--- config.mk ---
export PLATFORM = sky130hd
export DESIGN_NAME = rwmf_rank_median
export DESIGN_NICKNAME = d
export VERILOG_FILES = /design/src/design/rwmf_pkg.sv /design/src/design/rwmf_rank_median.sv
export SDC_FILE = /design/constraint.sdc
export NUM_CORES = 2
export LEC_CHECK = 0
export ABC_AREA = 1
export BUFFER_PORTS_ARGS = -buffer_cell sky130_fd_sc_hd__buf_2
export CAP_MARGIN = 20
export CELL_PAD_IN_SITES_DETAIL_PLACEMENT = 1
export CELL_PAD_IN_SITES_GLOBAL_PLACEMENT = 1
export CORE_ASPECT_RATIO = 2
export CORE_MARGIN = 3
export CORE_UTILIZATION = 35
export DETAILED_ROUTE_END_ITERATION = 8
export GPL_ROUTABILITY_DRIVEN = 1
export PLACE_DENSITY_LB_ADDON = 0.1
export RECOVER_POWER = 100
export SLEW_MARGIN = 20
export SYNTH_ARGS = -nofsm -noshare
export SYNTH_HDL_FRONTEND = slang
export SYNTH_SLANG_ARGS = --single-unit
--- constraint.sdc ---
create_clock -name clk -period 5.1 [get_ports clk]
set_input_delay 1.53 -clock clk [delete_from_list [all_inputs] [get_ports clk]]
set_output_delay 1.53 -clock clk [all_outputs]
set_load 0.01 [all_outputs]
--- src/design/rwmf_pkg.sv ---
// ----------------------------------------------------------------------------
// rwmf_pkg
// Shared types and constants of the rgb window median filter: the input and
// output pixel structs, the window geometry and the register indexes.
// ----------------------------------------------------------------------------
package rwmf_pkg;

  localparam int MAX_RADIUS   = 2;
  localparam int MAX_WIDTH    = 512;
  localparam int MAX_HEIGHT   = 4096;

  localparam int CHAN_W       = 8;
  localparam int PIX_W        = 3 * CHAN_W;
  localparam int COL_W        = 10;
  localparam int ROW_W        = 13;
  localparam int CFG_W        = 13;
  localparam int RAD_W        = 2;

  localparam int WIN_SIDE     = 2 * MAX_RADIUS + 1;
  localparam int WIN_N        = WIN_SIDE * WIN_SIDE;
  localparam int CNT_W        = $clog2(WIN_N + 1);
  localparam int STORED_LINES = WIN_SIDE - 1;
  localparam int LINE_W       = STORED_LINES * PIX_W;
  localparam int ADDR_W       = $clog2(MAX_WIDTH);

  // register indexes of the configuration port
  localparam logic [1:0] REG_RADIUS       = 2'd0;
  localparam logic [1:0] REG_FRAME_WIDTH  = 2'd1;
  localparam logic [1:0] REG_FRAME_HEIGHT = 2'd2;

  typedef struct packed {
    logic [CHAN_W-1:0] red_in;
    logic [CHAN_W-1:0] green_in;
    logic [CHAN_W-1:0] blue_in;
  } pix_in_t;

  typedef struct packed {
    logic [CHAN_W-1:0] red_out;
    logic [CHAN_W-1:0] green_out;
    logic [CHAN_W-1:0] blue_out;
    logic              frame_end;
  } pix_out_t;

endpackage

--- src/design/rwmf_rank_median.sv ---
// ----------------------------------------------------------------------------
// rwmf_rank_median
// Three-stage rank selector for one channel: compare matrix, rank counts,
// then pick of the masked element whose rank equals the requested index.
// ----------------------------------------------------------------------------
module rwmf_rank_median import rwmf_pkg::*; (
  input  logic                         clk,
  input  logic                         rst,
  input  logic                         en,
  input  logic                         valid,
  input  logic [WIN_N-1:0][CHAN_W-1:0] values,
  input  logic [WIN_N-1:0]             mask,
  input  logic [CNT_W-1:0]             half,
  output logic [CHAN_W-1:0]            result,
  output logic                         result_valid
);

  logic                         a_valid;
  logic [WIN_N-1:0][WIN_N-1:0]  a_lt;
  logic [WIN_N-1:0][CHAN_W-1:0] a_vals;
  logic [WIN_N-1:0]             a_mask;
  logic [CNT_W-1:0]             a_half;
  logic                         b_valid;
  logic [WIN_N-1:0][CNT_W-1:0]  b_rank;
  logic [WIN_N-1:0][CHAN_W-1:0] b_vals;
  logic [WIN_N-1:0]             b_mask;
  logic [CNT_W-1:0]             b_half;

  logic [WIN_N-1:0][WIN_N-1:0]  lt_next;
  logic [WIN_N-1:0][CNT_W-1:0]  rank_next;
  logic [CHAN_W-1:0]            result_next;

  // element j ranks below element i, ties broken by position
  always_comb begin
    for (int i = 0; i < WIN_N; i++) begin
      for (int j = 0; j < WIN_N; j++) begin
        lt_next[i][j] = mask[j] && ((values[j] < values[i]) ||
                        ((values[j] == values[i]) && (j < i)));
      end
    end
  end

  // rank of each element among the masked ones
  always_comb begin
    for (int i = 0; i < WIN_N; i++) begin
      rank_next[i] = CNT_W'($countones(a_lt[i]));
    end
  end

  // exactly one masked element carries the requested rank
  always_comb begin
    result_next = '0;
    for (int i = 0; i < WIN_N; i++) begin
      if (b_mask[i] && (b_rank[i] == b_half)) begin
        result_next = result_next | b_vals[i];
      end
    end
  end

  // stage valids
  always_ff @(posedge clk) begin
    if (rst) begin
      a_valid      <= 1'b0;
      b_valid      <= 1'b0;
      result_valid <= 1'b0;
    end else if (en) begin
      a_valid      <= valid;
      b_valid      <= a_valid;
      result_valid <= b_valid;
    end
  end

  // stage payload
  always_ff @(posedge clk) begin
    if (en) begin
      a_lt   <= lt_next;
      a_vals <= values;
      a_mask <= mask;
      a_half <= half;
      b_rank <= rank_next;
      b_vals <= a_vals;
      b_mask <= a_mask;
      b_half <= a_half;
      result <= result_next;
    end
  end

endmodule

Yosys cells after proc, flatten, opt, wreduce, memory -nomap -nowiden
Cells that the tools add are included.
{"block": "classes", "add_sub_neg": 600, "magnitude_cmp": 625, "n_eq_ne": 325, "muxes": 25, "bitwise": 24, "reduce_logical": 950}
{"op": "8-bit less-than comparator", "n": 625}
{"op": "8-bit equality test", "n": 300}
{"op": "5-bit adder", "n": 204}
{"op": "1-bit logical AND", "n": 650}
{"op": "1-bit by 1-bit adder with 2-bit output", "n": 300}
{"op": "1-bit logical OR", "n": 300}
{"op": "8-bit two-way mux", "n": 25}
{"op": "8-bit bitwise OR", "n": 24}
{"op": "2-bit by 2-bit adder with 3-bit output", "n": 42}
{"op": "5-bit equality test", "n": 25}
{"op": "5-bit by 1-bit adder with 5-bit output", "n": 18}
{"op": "3-bit by 3-bit adder with 4-bit output", "n": 21}
{"op": "4-bit by 1-bit adder with 5-bit output", "n": 7}
{"op": "4-bit by 4-bit adder with 5-bit output", "n": 7}
{"op": "5-bit by 2-bit adder with 5-bit output", "n": 1}
{"block": "totals", "ff_bits": 1221, "inputBits": 234, "output_inout_bits": 9, "word_cells": 2657}

Longest topological paths before layout
{"block": "depth", "ltp_word": 51, "mapped_depth": 14, "ltp_nobuf": 14}

Least setup slack after synthesis
Ideal clock, no wire load.
{"block": "synth_path", "kind": "register to register", "start": "register a_lt[147] (netlist bit)", "end": "register b_rank[28] (netlist bit), data pin", "setup_time_ns": 0.258, "arrival_ns": 3.949, "required_time_ns": 4.842, "setup_slack_ns": 0.894, "stages_incl_launch_ff": 13, "path_buffers": 0, "synth_period_minus_slack_ns": 4.206, "cell_sequence": "edfxtp_1 ha_1 fa_1 fa_1 inv_1 fa_1 inv_1 fa_1 fa_1 ha_1 inv_1 fa_1 xnor2_1"}
{"item": "from (decl)", "line_no": "rwmf_rank_median.sv:19", "rtl": "logic [WIN_N-1:0][WIN_N-1:0] a_lt;"}
{"item": "from (signal assigned)", "line_no": "rwmf_rank_median.sv:76", "rtl": "a_lt <= lt_next;"}
{"item": "to (signal assigned)", "line_no": "rwmf_rank_median.sv:80", "rtl": "b_rank <= rank_next;"}
{"item": "to (decl)", "line_no": "rwmf_rank_median.sv:24", "rtl": "logic [WIN_N-1:0][CNT_W-1:0] b_rank;"}

==> impl_metrics.json <==
{
  "cts.reportedPaths.clkPinSlew_ps": 70,
  "setup_viol": 9,
  "finalClockSkew_ps": 89.25,
  "wl_um": 642500,
  "coreArea_sq_um": 318600,
  "vias": 99840,
  "dp_worst_setup_slack_ps": 407.8,
  "synth_edf_count": 1193,
  "min_path_type": "reg -> reg",
  "outcome": "finished, violations left",
  "worst_pin_slew_ps": 3846,
  "pin_count": 243,
  "cts_tree": "done",
  "drt_iter0_markers": 7394,
  "grt_usage_pct": 38.82,
  "p_total_mw": 56.43,
  "cts_resized": 0,
  "syn_nets": 14970,
  "finalHoldViolCount": 0,
  "die-width_um": 406.4,
  "ys.flop_type": "edfxtp_1",
  "grt_pass1_wl_um": 856900,
  "powerDensity_nw_per_um2": 442.9,
  "wire_per_inst_um": 38.29,
  "drcViolationCount": 0,
  "start_kind": "input port",
  "slowest_stage": "clkbuf_1",
  "synth.most_common_cell": "ha_1",
  "fin_util_pct": 39.99,
  "numCtsBuffers": 119,
  "port_buffers": 242,
  "post_cts_buffers": 0,
  "p_leak_nw": 57.82,
  "fin_crit_ps": 5182,
  "fin_tns_setup_ps": -360.9,
  "dpl.cell_count": 16380,
  "grt_pass1_vias": 104300,
  "async_flop_share_pct": 0,
  "cts.sinks": 1196,
  "synth_top_area_share_pct": 31.92,
  "cts_buffer_depth": 3,
  "via_per_inst": 5.950,
  "grt_setup_unrepaired": "false",
  "clk_latency_ps": 870,
  "synthToLayoutAreaGrowth_pct": 13.52,
  "ys_top_cells_by_count": "2827 x ha_1, 1659 x nand2_1, 1384 x inv_1",
  "crit_type": "in -> reg",
  "nets": 15900,
  "die_area_sq_um": 327900,
  "cp_max_fo": 15,
  "final_layout_size_suffix_gt1_share_pct": 6.381,
  "yosysTopAreaCell": "edfxtp_1",
  "post-route-period-util_pct": 101.6,
  "fmax_ghz": 0.1930,
  "ys_top_cells_by_area": "edfxtp_1 32%, ha_1 32%, fa_1 8.3%",
  "synth_area_sq_um": 112200,
  "maxCapViolations": 97,
  "synth_warnings": 0,
  "grt_max_degree": 116,
  "slew-limit-headroom_pct": -156.4,
  "drtPass1Iterations": 5,
  "dp_hpwl_um": 494900,
  "synth_cells": 11440,
  "synth.distinct_cells": 30,
  "seq_area_frac_synth_pct": 31.98,
  "fp-row-count": 293,
  "antenna_found_initial": 103,
  "crit_arrival_ps": 5690,
  "htreeDepth": 3,
  "die_h_um": 806.8,
  "finalNonFillerCells": 16780,
  "grt-ovfl-total": 0,
  "synth-seq-cells": 1196,
  "timing.final.ws_setup_ps": -82.43,
  "endpoint_kind": "flip-flop",
  "cts-root-buf": "clkbuf_16",
  "drtAntennaViolNets": 0,
  "cp_cell_sequence": "buf_2 -> clkbuf_1 -> ha_1 -> inv_1 -> a21oi_1 -> o21ai_0 -> nand2_1 -> o211ai_1 -> o21ai_0 -> and2_1 -> clkbuf_1",
  "initial_core_util_pct": 35.23,
  "ir_drop_v": 0.0003896,
  "ctsHoldBuffers": 0,
  "violations": "max-capacitance violations, max-slew violations, negative setup slack",
  "slew_viol_final": 1342,
  "syn_avg_cell_area_sq_um": 9.808,
  "gp_congestion": 0.9933,
  "crit_required_ps": 5600,
  "critPathMaxStageDelay_ps": 1850
}
[cell usage in the layout, fill, tap and decap left out, drive strengths merged]
cell	netlist	final
a211oi	1	1
ha	2827	2827
nor2	915	915
clkinvlp	0	13
nand2	1659	1659
xnor2	24	24
dfxtp	3	3
nand3	283	283
nand4	194	194
and2	245	245
buf	21	456
o21a	1	1
a21oi	1254	1254
diode	0	175
bufinv	0	13
clkbuf	31	546
dlygate4sd3	0	1
fa	468	468
a31oi	23	23
nor3	8	8
o21ai	559	559
clkinv	12	69
xor2	61	61
inv	1388	1388
edfxtp	1193	1193
o211ai	271	271
[worst max-delay path, delay by kind of cell]
family,cells,cell delay (ps)
buf+inv,4,2870
simple gates,2,270
compound gates,4,500
fa+ha+maj,1,410
[per-layer routing]
layer | share of wire, % | global-route usage, %
met4 | 15 | 46.47
met5 | 0.0067 | 0
met3 | 5.9 | 6.542
met2 | 47 | 64.05
met1 | 32 | 38.14
[logic make-up after synthesis]
| kind of cell | Yosys count | share of synthesized area [%] |
|---|---|---|
| AO/OA/AOI/OAI | 2109 | 10.04 |
| flip-flops | 1196 | 31.98 |
| adder cells (fa/ha/maj) | 3295 | 39.87 |
| XOR/XNOR | 85 | 0.6634 |
| AND/OR/NAND/NOR | 3304 | 12.51 |
| buffers and inverters | 1452 | 4.939 |
[worst paths after layout]
kind	start	to	slack, ps	cells past startpoint
setup reg to reg	b_half[0]	result[4]	140	12
hold / removal	a_vals[29]	b_vals[29]	400	0
hold reg to reg	a_vals[29]	b_vals[29]	400	0
setup / recovery	values[192]	a_lt[611]	-80	11
[sequential cells by signal, indices dropped and copies added (netlist names)]
register and cells:
b_mask 25, a_lt 600, b_valid 1, a_valid 1
b_half 5, a_half 5, a_vals 200, a_mask 25
b_vals 200, b_rank 125, result 8, result_valid 1
[cell type report]
| type | count | area, sq um |
|---|---|---|
| fill | 36210 | 191200 |
| multi-input combinational | 8793 | 70840 |
| sequential | 1196 | 35880 |
| timing repair buffer | 863 | 5685 |
| inverter | 1400 | 5259 |
| tap | 4130 | 5167 |
| clock buffer | 140 | 3097 |
| clock inverter | 83 | 1018 |
| antenna | 175 | 437.9 |
[where the power goes]
part / internal, mW / switching, mW
Combinational: 12.1 / 19.6
Sequential: 14.2 / 0.667
Clock: 5.10 / 4.69
Total: 31.5 / 25.0
[per-stage QoR]
step	hold slack, ps	instance area (sq um)
after floorplan	400.3	112200
after detailed placement	405.2	124000
final	395.8	127400
after global routing	389.5	127300
after global placement	400.3	124000
after CTS	399.1	128200
(Power assumes the default switching activity.)
