## src/design/rwmf_ram.sv

```systemverilog
// ----------------------------------------------------------------------------
// rwmf_ram
// Generic simple dual port RAM: one write port, one read port with
// registered read data and a read enable that holds the data.
// ----------------------------------------------------------------------------
module rwmf_ram #(
  parameter int WIDTH = 8,
  parameter int DEPTH = 16
) (
  input  logic                     clk,
  input  logic                     wr_en,
  input  logic [$clog2(DEPTH)-1:0] wr_addr,
  input  logic [WIDTH-1:0]         wr_data,
  input  logic                     rd_en,
  input  logic [$clog2(DEPTH)-1:0] rd_addr,
  output logic [WIDTH-1:0]         rd_data
);

  logic [WIDTH-1:0] mem [DEPTH];

  // write port
  always_ff @(posedge clk) begin
    if (wr_en) begin
      mem[wr_addr] <= wr_data;
    end
  end

  // registered read, old data on a same-address write
  always_ff @(posedge clk) begin
    if (rd_en) begin
      rd_data <= mem[rd_addr];
    end
  end

endmodule

```

## config.mk

```make
export PLATFORM = sky130hd
export DESIGN_NAME = rwmf_ram
export DESIGN_NICKNAME = d
export VERILOG_FILES = /design/src/design/rwmf_ram.sv
export SDC_FILE = /design/constraint.sdc
export NUM_CORES = 1
export LEC_CHECK = 0
export BUFFER_PORTS_ARGS = -buffer_cell sky130_fd_sc_hd__clkbuf_2
export CORE_MARGIN = 10
export CORE_UTILIZATION = 40
export DETAILED_ROUTE_END_ITERATION = 10
export PLACE_DENSITY = 0.59
export SLEW_MARGIN = 5
export SYNTH_ARGS = -nofsm -noshare
export SYNTH_HDL_FRONTEND = slang
export SYNTH_SLANG_ARGS = --single-unit
```

## constraint.sdc

```tcl
create_clock -name clk -period 5.7 [get_ports clk]
set_clock_uncertainty 0.2 [all_clocks]
set_input_delay 0.57 -clock clk [delete_from_list [all_inputs] [get_ports clk]]
set_output_delay 0.57 -clock clk [all_outputs]
set_load 0.01 [all_outputs]
```

; Word level (Yosys, flattened, before mapping)
; Memory sizes are Yosys's and may differ from the RTL's. A register that Yosys moved wholly into a read port is not among the register bits.
; Index checks and enable logic that the tools add are counted.
[op_classes]
n_mul = 0
shifts = 0
magnitude_cmp = 0
div = 0
n_eq_ne = 0
bitwise_logic = 0
reduce_logical = 0
add_sub_neg = 0
muxes = 2
[op_table]
columns = cell, count
row1 = $mux W1, 2
[totals]
romBits = 0
mem_bits_rw = 128
latchBits = 0
memories = 1
register_bits = 0
input_bits = 19
elab_cells = 3
[memory_table]
columns = name, words, word_bits, rd, rd_clocked_by_memory_dff, write_ports, line
row1 = mem, 16, 8, 1, 1, 1, 19  ; logic [WIDTH-1:0] mem [DEPTH];

; Longest topological paths before layout
; Gate-level depths: netlist of run 1.
[depth]
depth_word = 2
depth_mapped = 5
depth_no_buf = 3

; Worst setup path after synthesis of run 1
; No wires, ideal clock.
[synth_path]
kind = input port to flip-flop
startpoint = input port wr_addr[2]
endpoint = memory mem[0][0] (enable)
n_path_buf = 0
arrival_time_ns = 1.680
setup_slack_ns = 3.437
setup_ns = 0.383
stages = 2
path_cell_list = or3b_2 nor3_1
[synth_rtl]
columns = item, line
row1 = "start, declared", 12  ; input logic [$clog2(DEPTH)-1:0] wr_addr,
row2 = "end, declared", 19
; No word-level cell before the write port.

==> results of run 1 <==
flip-flops by register name (all words and copies together) (netlist names):
name,cells
mem,128
rd_data,8
synth_stat cells (2+ instances only):
library cell,number,area share (%)
mux4_2,18,7.8
buf_2,3,0.29
mux4_1,14,7.0
nor2_1,13,0.93
nand2_1,9,0.65
nor3_1,4,0.38
edfxtp_1,136,78
clkdlybuf4s25_2,3,0.57
nand2b_1,2,0.24
buf_6,3,0.65
nand3b_1,2,0.29
a22oi_1,16,2.3
cell families after synthesis:
group                  synth area share (%)
DFF                                    78.1
muxes                                  14.8
buffers and inverters                  1.65
and+or+nand+nor                        3.14
AOI/OAI and AO/OA                      2.30
power by group through the flow:
| stage | clock (µW) | sequential (µW) | combinational (µW) |
|---|---|---|---|
| floorplan | 0 | 1150 | 56.9 |
| global placement | 0 | 1150 | 99.9 |
| detailed placement | 0 | 1150 | 102 |
| CTS | 950 | 1130 | 102 |
| global route | 996 | 1140 | 110 |
| finish | 938 | 1130 | 100 |
per-layer routing:
metal | wire [µm] | vias to the layer above | track usage, % | part of all wire [%]
met5 | 0 | - | 0 | 0
met1 | 4660 | 1214 | 16.2 | 45
met4 | 148 | 0 | 4.29 | 1.4
met3 | 806 | 12 | 4.52 | 7.8
met2 | 4750 | 82 | 18.4 | 46
li1 | - | 1050 | - | -
worst max-delay path: stages:
cell and delay (ns):
clkbuf_2 0.08, buf_4 0.49, mux4_1 0.63, a22oi_1 0.30, nand2_1 0.09
cell type report:
class,count,area [µm²]
clock buffer,21,440
clock inverter,7,57.6
fill,1092,6710
multi-input combinational,83,1070
sequential,136,4080
tap,172,215
timing repair buffer,29,153
through the flow:
step                      hold slack (ns)  utilization, %  power, µW  instance area [µm²]  setup slack [ns]
after floorplan                     0.469               -       1210                 5230              3.44
after global placement              0.541            43.4       1250                 5520              3.01
after detailed placement            0.551            43.4       1260                 5520              3.00
after CTS                           0.375            47.3       2190                 6020              3.43
after global routing                0.410            47.3       2240                 6020              3.36
final                               0.389            47.3       2170                 6020              3.48
worst min-delay path by stage:
stage | endpoint | start | depth (start not counted) | slack (ns)
after floorplan | mem[0][0] | wr_data[0] | 0 | 0.47
after global placement | rd_data[1] | mem[8][1] | 3 | 0.54
after detailed placement | rd_data[2] | mem[11][2] | 3 | 0.55
after CTS | mem[5][6] | wr_data[6] | 1 | 0.37
after global routing | mem[2][6] | wr_data[6] | 1 | 0.41
final | mem[6][6] | wr_data[6] | 1 | 0.39
==> key figures, run 1 <==
Layout
  – Area Growth Syn to Fin: 15.1%
  – Post-route insts no fill: 448
  – Most common cell after layout, fill and taps aside: edfxtp_1
  – Final nets: between 200 and 300
  – ANT cells: 0
  – Most frequent cells in the layout: 136 x edfxtp_1, 26 x clkbuf_2, 18 x mux4_2
  – Proportion of layout cells with a drive suffix above 1: 26.1%

Floorplan
  – Initial Util: about two fifths
  – Ports: 27
  – Die footprint: 18000 µm²
  – Std-Cell Rows: 41
  – Die span in x: 134 µm
  – Die height: 134 µm
  – Core Box Area: 12700 µm²

Critical path
  – Crit Path Class: input pin to flip-flop
  – Crit path DAT: roughly 2.2 ns
  – CP Max Fanout: 32
  – CP Capture Type: flip-flop
  – FF-to-FF End: rd_data[0]
  – Worst path required time: 5.65 ns
  – Worst reg2reg setup slack: 3.99 ns
  – Worst setup path startpoint: rd_addr[0]
  – Worst setup path endpoint: rd_data[4]
  – Worst R2R Start: mem[2][0]
  – Startpoint Class: input pin
  – Worst r2r path cells: 3

Clock tree
  – Reg clk slew, reported paths: 0.05 ns
  – Root Buffer: clkbuf_16
  – PostCTS Resize Cnt: 0
  – Clk sinks: 136
  – Hold_buf cts: 0
  – Total CTS buffers: 17
  – Setup Buffers After CTS: 0
  – Max Buffers Root-to-Sink: 2
  – CTS tree: built
  – H-tree level count: 4
  – Latest clock arrival within the worst-skew pair: about 0.41 ns

Drt
  – Routed vias/inst: 5.26
  – Drc violations: 0
  – Detail Route Antenna Nets: 0
  – Routed WL: 10.4 mm
  – DR vias: 2358
  – Pre-antenna DRT Iters: 4
  – Initial DRC Count: 264
  – Post-DR wirelength/cell: 23.1 µm

Placement
  – RD Place Congestion: 0.719
  – PortBufs: 26
  – Dpl hpwl: 6.57 mm
  – Placed cells: 420

STA
  – Tmin final: 2.22 ns
  – RSZ-0062 raised after global routing: no
  – Max frequency: 450 MHz
  – Slew Viols, Final: 0
  – Slew margin rel.: 29.0%
  – Setup TNS: 0 ns
  – Final Hold Fails: 0
  – Endpoints failing setup: 0
  – Tightest Pin Transition: 1.06 ns
  – Fin crit share: 39.0%

Power
  – Switching Power: 423 µW
  – VDD IR max: 0.229 mV
  – P_leak: between 0.0015 and 0.002 µW
  – Sequential share of power: 52.2%
  – Gate power share: 4.6%
  – Pwr/cell area: 361 nW/µm²
  – Internal Pwr Total: 1750 µW
  – Switching Fraction: 19.5%
  – Clock Power Share: a little over two fifths

Logic synthesis
  – Most used DFF post-synth: edfxtp_1
  – Synth Net Count: 248
  – Yosys reg bits: between 100 and 150
  – Register area share after synthesis: 78.1%
  – EDFF count, synth: 136
  – Ys Warns: 0
  – Synth Instances: around 230
  – Asr flop ratio synth: 0%
  – Synthesized area: 5230 µm²
  – Synth Area per Inst: 22.8 µm²
  – Yosys cell types: 18

GRT
  – Largest net degree at the start of global routing: 33
  – First-pass GRT wire length: 15.8 mm
  – Vias in the first global route: ~2600
  – Gr usage total: 12.3%
  – Initial antenna violation count: 0
  – Congestion Overflow GR: 0

Run status
  – Status: completed

Job
  – Max-cap violation count: 0

Min path
  – HP Class: input pin to flip-flop
(Power assumes the default switching activity.)
==> run 2: changes to the inputs <==
- ABC_AREA: default -> 1
- clock period: 5.7 -> 2.1 ns (I/O delays scaled with it)
==> run 2 against run 1 <==
Net effect:
- non-clock buffer count grew 17
- highest routed layer unchanged
- critical endpoint is now rd_data[4]
- first-iteration DRC count is 64% higher
- routed wire length grew 25%
- sequential share of layout area fell by 7.3 points
- largest cell class unchanged
==> key figures, run 2 <==
Layout
  – Final nets: 611 (was 286)
  – Max reg flops: 128 (unchanged)
  – Top flop regs: mem x128, rd_data x8 (unchanged)
  – ANT cells: 0 (unchanged)
  – Proportion of layout cells with a drive suffix above 1: 11.9% (was 26.1%)
  – Biggest register: mem (unchanged)
  – Area Growth Syn to Fin: 15.2% (was 15.1%)
  – Most frequent cells in the layout: 173 x nand2_1, 136 x edfxtp_1, 100 x inv_1 (was 136 x edfxtp_1, 26 x clkbuf_2, 18 x mux4_2)
  – Most common cell after layout, fill and taps aside: nand2_1 (was edfxtp_1)
  – Post-route cell area: 6740 µm² (was 6020 µm²)

STA
  – Tmin final: 1.45 ns
  – Slew Viols, Final: 0 (unchanged)
  – Setup slack after layout: 0.653 ns (was 3.48 ns)
  – Max frequency: slightly below 700 MHz
  – Slew margin rel.: 56.1% (was 29.0%)
  – Fin crit share: 68.9%
  – Tightest Pin Transition: 0.657 ns (was 1.06 ns)
  – Final Hold Fails: 0 (unchanged)
  – RSZ-0062 raised after global routing: no (unchanged)
  – Endpoints failing setup: 0 (unchanged)
  – Setup TNS: 0 ns (unchanged)

Critical path
  – Worst reg2reg setup slack: 0.71 ns (was 3.99 ns)
  – Crit path DAT: 1.04 ns (was 2.17 ns)
  – Crit path buf inv count: 1 (was 2)
  – Cell Chain, Critical Path: clkbuf_2 (was clkbuf_2 > buf_4 > mux4_1 > a22oi_1 > nand2_1)
  – Crit Path Class: flip-flop to output port (was input pin to flip-flop)
  – Worst R2R Start: mem[1][7] (was mem[2][0])
  – Slowest stage delay, CP: 0.46 ns (was 0.63 ns)
  – CP max-delay cell: edfxtp_1 (was mux4_1)
  – Startpoint Class: flip-flop (was input pin)
  – Worst r2r path cells: 6 (was 3)
  – CP Max Fanout: 1 (was 32)
  – Worst path top cell family by delay: flip-flops (was multiplexers)
  – FF-to-FF End: rd_data[7] (was rd_data[0])
  – Worst path required time: 1.69 ns (was 5.65 ns)
  – CP Capture Type: output port (was flip-flop)

Drt
  – Routed WL: 13.0 mm (was 10.4 mm)
  – Pre-antenna DRT Iters: 5 (was 4)
  – Detail Route Antenna Nets: 0 (unchanged)
  – Routed vias/inst: 4.86 (was 5.26)
  – Initial DRC Count: 432 (was 264)
  – Drc violations: 0 (unchanged)
  – DR vias: 3826 (was 2358)
  – Post-DR wirelength/cell: 16.5 µm (was 23.1 µm)

Placement
  – Dpl hpwl: 8.07 mm (was 6.57 mm)
  – Place WS: 0.386 ns (was 3.00 ns)
  – PortBufs: 26 (unchanged)
  – Placed cell area: 6210 µm² (was 5520 µm²)
  – RD Place Congestion: 0.861 (was 0.719)

Logic synthesis
  – Synth Net Count: 570 (was 248)
  – Yosys reg bits: 136 (unchanged)
  – Register area share after synthesis: 69.8% (was 78.1%)
  – Synth Area per Inst: 10.6 µm² (was 22.8 µm²)
  – Post-synth top area cell: edfxtp_1 (unchanged)
  – Area contributors post-synth: edfxtp_1 70%, nand2_1 11%, nand3_1 8.3%, inv_1 6.4%, buf_6 1.2% (was edfxtp_1 78%, mux4_2 7.8%, mux4_1 7.0%, a22oi_1 2.3%, nor2_1 0.93%)
  – Post-synth top area share: 69.8% (was 78.1%)
  – Top-count cell post-synth: nand2_1 (was edfxtp_1)
  – List of most frequent post-synthesis cells: 173 x nand2_1, 136 x edfxtp_1, 100 x inv_1 (was 136 x edfxtp_1, 18 x mux4_2, 16 x a22oi_1)
  – Synthesized area: 5850 µm² (was 5230 µm²)
  – Ys Warns: 0 (unchanged)
  – Most used DFF post-synth: edfxtp_1 (unchanged)
  – Yosys cell types: 11 (was 18)
  – Asr flop ratio synth: 0% (unchanged)
  – Synth Instances: 551 (was 229)
  – EDFF count, synth: 136 (unchanged)

Power
  – P_leak: 0.00290 µW (was 0.00198 µW)
  – Pwr/cell area: 898 nW/µm² (was 361 nW/µm²)
  – VDD IR max: 0.527 mV (was 0.229 mV)

Min path
  – Hold endpoint: rd_data[5] (was mem[6][6])
  – Hold Path Stages: 3 (was 1)
  – Hold path startpoint: rd_addr[3] (was wr_data[6])
  – HP Class: input pin to flip-flop (unchanged)

Floorplan
  – Die footprint: 19900 µm² (was 18000 µm²)
  – Die height: 141 µm (was 134 µm)
  – Die span in x: 141 µm (was 134 µm)
  – Core Box Area: 14400 µm² (was 12700 µm²)
  – Ports: 27 (unchanged)
  – Std-Cell Rows: 44 (was 41)
  – Initial Util: 40.5% (was 41.1%)

GRT
  – Congestion Overflow GR: 0 (unchanged)
  – First-pass GRT wire length: 21.0 mm (was 15.8 mm)
  – Largest net degree at the start of global routing: 65 (was 33)
  – Vias in the first global route: 3843 (was 2590)
  – Initial antenna violation count: 0 (unchanged)
  – Gr usage total: 13.9% (was 12.3%)

Clock tree
  – Setup Buffers After CTS: 0 (unchanged)
  – Reg clk slew, reported paths: 0.05 ns (about the same)
  – Root Buffer: clkbuf_16 (unchanged)
  – Total CTS buffers: 17 (unchanged)
  – Max Buffers Root-to-Sink: 2 (unchanged)
  – CTS tree: built (unchanged)
  – Latest clock arrival within the worst-skew pair: 0.41 ns (about the same)
  – Clk sinks: 136 (unchanged)
  – H-tree level count: 4 (unchanged)

Run status
  – Status: completed (unchanged)

Job
  – Max-cap violation count: 0 (unchanged)
run 2: timing repair:
item                      in CTS  in global routing
resized for setup              0                  0
hold endpoints to repair       8                  0
hold buffers                   1                  0
run 2: cell families (layout without fill, tap and decap cells):
family                 count (synthesis)  in the layout  share of synthesized area, %
DFF                                  136            136                          69.8
buffers and inverters                126            179                          9.39
and+or+nand+nor                      289            289                          20.8
run 2: stage by stage:
stage / hold WS [ns] / instances / total power (µW) / util, %
4_1_cts: 0.0182 / 788 / 6100 / 46.7
3_3_place_gp: 0.410 / 756 / 3500 / 43.0
6_report: 0.0344 / 788 / 6050 / 46.7
3_5_place_dp: 0.424 / 756 / 3510 / 43.0
2_1_floorplan: 0.109 / 551 / 3350 / -
5_1_grt: 0.0649 / 788 / 6280 / 46.7
run 2: power breakdown:
group	leakage, µW	internal [µW]	switching (µW)
logic	0.00141	107	266
clock network	0.000256	1590	1010
registers	0.00124	3060	18.8
total	0.00290	4760	1290
run 2: area by class of cell:
| cell class | instances | area [µm²] |
|---|---|---|
| Fill cell | 1338 | 7690 |
| Sequential cell | 136 | 4080 |
| Multi-Input combinational cell | 289 | 1210 |
| Clock buffer | 19 | 433 |
| Inverter | 102 | 383 |
| Timing Repair Buffer | 46 | 308 |
| Tap cell | 184 | 230 |
| Clock inverter | 12 | 86.3 |
run 2: worst max path at each step:
stage,from,to,cells past startpoint
3_3_place_gp,rd_addr[2],rd_data[5],5
4_1_cts,rd_data[4],rd_data[4],1
6_report,rd_data[4],rd_data[4],1
2_1_floorplan,wr_addr[2],mem[10][0],2
5_1_grt,mem[7][5],rd_data[5],6
3_5_place_dp,rd_addr[1],rd_data[2],6
run 2: per-layer routing:
metal,routed length (µm),track usage (%),up-vias
li1,-,-,1860
met1,5660,17.2,1823
met2,6310,22.1,122
met3,776,3.96,21
met4,257,5.87,0
met5,0,0,-
run 2: worst reg2reg max path, stage by stage (launching register included):
cell and delay (ns):
edfxtp_1 0.36, inv_1 0.07, nand2_1 0.05, nand3_1 0.08, nand3_1 0.10, nand3_1 0.17, nand2_1 0.11
==> run 3: changes to the inputs <==
- clock period: 2.1 -> 1.5 ns (I/O delays scaled with it)
==> run 3 against run 2 <==
Net effect:
- design area grew 1.9%
- total power grew 43%
- largest power group unchanged
- highest routed layer unchanged
- worst setup slack lost 0.52 ns
- combinational power grew 47%
- register-to-register slack lost 0.58 ns
==> key figures, run 3 (synthesized netlist as in run 2, its figures left out) <==
Power
  – VDD IR max: 0.804 mV (was 0.527 mV)
  – Final Total Pwr: 8680 µW (was 6050 µW)
  – P_leak: 0.00298 µW (was 0.00290 µW)
  – Pwr/cell area: 1260 nW/µm² (was 898 nW/µm²)

Layout
  – Area Growth Syn to Fin: 17.4% (was 15.2%)
  – Top flop regs: mem x128, rd_data x8 (unchanged)
  – Post-route cell area: 6870 µm² (was 6740 µm²)
  – Most frequent cells in the layout: 173 x nand2_1, 136 x edfxtp_1, 100 x inv_1 (unchanged)
  – Most common cell after layout, fill and taps aside: nand2_1 (unchanged)
  – Final nets: 621 (was 611)
  – Biggest register: mem (unchanged)
  – Proportion of layout cells with a drive suffix above 1: 13.0% (was 11.9%)
  – Post-route insts no fill: 798 (was 788)
  – Max reg flops: 128 (unchanged)
  – ANT cells: 0 (unchanged)

Floorplan
  – Die footprint: 19900 µm² (unchanged)
  – Initial Util: 40.5% (unchanged)
  – Std-Cell Rows: 44 (unchanged)
  – Die height: 141 µm (unchanged)
  – Die span in x: 141 µm (unchanged)
  – Core Box Area: 14400 µm² (unchanged)
  – Ports: 27 (unchanged)

GRT
  – Congestion Overflow GR: 0 (unchanged)
  – Initial antenna violation count: 0 (unchanged)
  – Vias in the first global route: 3833 (was 3843)
  – Gr usage total: 13.6% (was 13.9%)
  – Largest net degree at the start of global routing: 65 (unchanged)
  – First-pass GRT wire length: 20.5 mm (was 21.0 mm)

Critical path
  – Worst setup path startpoint: mem[5][1] (was rd_data[4])
  – Crit path DAT: 1.33 ns (was 1.04 ns)
  – Worst path required time: 1.46 ns (was 1.69 ns)
  – Worst r2r path cells: 6 (unchanged)
  – Startpoint Class: flip-flop (unchanged)
  – Worst R2R Start: mem[5][1] (was mem[1][7])
  – CP Max Fanout: 1 (unchanged)
  – CP Capture Type: flip-flop (was output port)
  – FF-to-FF End: rd_data[1] (was rd_data[7])
  – Worst reg2reg setup slack: 0.13 ns (was 0.71 ns)
  – Crit Path Class: flip-flop to flip-flop (was flip-flop to output port)

STA
  – Slew Viols, Final: 0 (unchanged)
  – Slew margin rel.: 58.1% (was 56.1%)
  – Max frequency: 730 MHz
  – Tightest Pin Transition: 0.628 ns (was 0.657 ns)
  – Endpoints failing setup: 0 (unchanged)
  – Final Hold Fails: 0 (unchanged)
  – Worst hold slack: 0.0324 ns (was 0.0344 ns)
  – Setup slack after layout: 0.130 ns (was 0.653 ns)
  – Fin crit share: 91.4%
  – Tmin final: 1.37 ns
  – RSZ-0062 raised after global routing: no (unchanged)

Clock tree
  – CTS tree: built (unchanged)
  – H-tree level count: 4 (unchanged)
  – Max Buffers Root-to-Sink: 2 (unchanged)
  – Clk sinks: 136 (unchanged)
  – Total CTS buffers: 17 (unchanged)
  – Hold_buf cts: 3 (was 1)
  – Setup Buffers After CTS: 0 (unchanged)
  – Reg clk slew, reported paths: 0.05 ns (about the same)
  – Root Buffer: clkbuf_16 (unchanged)
  – Latest clock arrival within the worst-skew pair: 0.41 ns (about the same)
  – PostCTS Resize Cnt: 0 (unchanged)

Drt
  – Post-DR wirelength/cell: 16.4 µm (was 16.5 µm)
  – Initial DRC Count: 473 (was 432)
  – Pre-antenna DRT Iters: 5 (unchanged)
  – Detail Route Antenna Nets: 0 (unchanged)
  – Drc violations: 0 (unchanged)
  – Routed WL: 13.1 mm (was 13.0 mm)
  – DR vias: 3815 (was 3826)
  – Routed vias/inst: 4.78 (was 4.86)

Min path
  – Hold path startpoint: wr_data[4] (was rd_addr[3])
  – HP Class: input pin to flip-flop (unchanged)
  – Hold Path Stages: 1 (was 3)
  – Hold endpoint: mem[1][4] (was rd_data[5])

Placement
  – Placed cell area: 6290 µm² (was 6210 µm²)
  – Dpl hpwl: 8.27 mm (was 8.07 mm)
  – Place WS: -0.148 ns (was 0.386 ns)
  – Placed cells: 764 (was 756)
  – RD Place Congestion: 0.811 (was 0.861)
  – PortBufs: 26 (unchanged)

Run status
  – Status: completed (unchanged)

Job
  – Max-cap violation count: 0 (unchanged)
## run 3: cell type report
type / count / area [µm²]
fill: 1319 / 7560
sequential: 136 / 4080
multi-input combinational: 289 / 1210
clock buffer: 18 / 429
timing repair buffer: 56 / 413
inverter: 102 / 383
tap: 184 / 230
clock inverter: 13 / 113
## run 3: routing by layer
metal,wire [µm],track usage [%]
met3,744,3.43
met4,223,5.16
met1,5620,16.9
met5,0,0
met2,6530,22.3
## run 3: where the power goes
part / internal [µW] / switching [µW] / total, µW
registers: 4280 / 21.3 / 4310
logic: 172 / 376 / 548
clock network: 2390 / 1440 / 3820
## run 3: worst max path at each step
stage / end / slack (ns)
finish: rd_data[1] / 0.13
floorplan: mem[10][0] / 0.20
detailed placement: rd_data[2] / -0.15
global placement: rd_data[2] / -0.13
CTS: rd_data[1] / 0.13
global route: rd_data[5] / 0.03
## run 3: per-stage QoR
| stage | setup TNS [ns] | utilization, % |
|---|---|---|
| 2_1_floorplan | 0 | - |
| 3_3_place_gp | -0.744 | 43.6 |
| 3_5_place_dp | -0.904 | 43.6 |
| 4_1_cts | 0 | 47.6 |
| 5_1_grt | 0 | 47.6 |
| 6_report | 0 | 47.6 |
## run 3: critical path, stage by stage (launching register included)
cell      delay, ns
edfxtp_1       0.35
inv_1          0.06
nand2_1        0.04
nand3_1        0.11
nand3_1        0.12
nand3_1        0.15
nand2_1        0.08
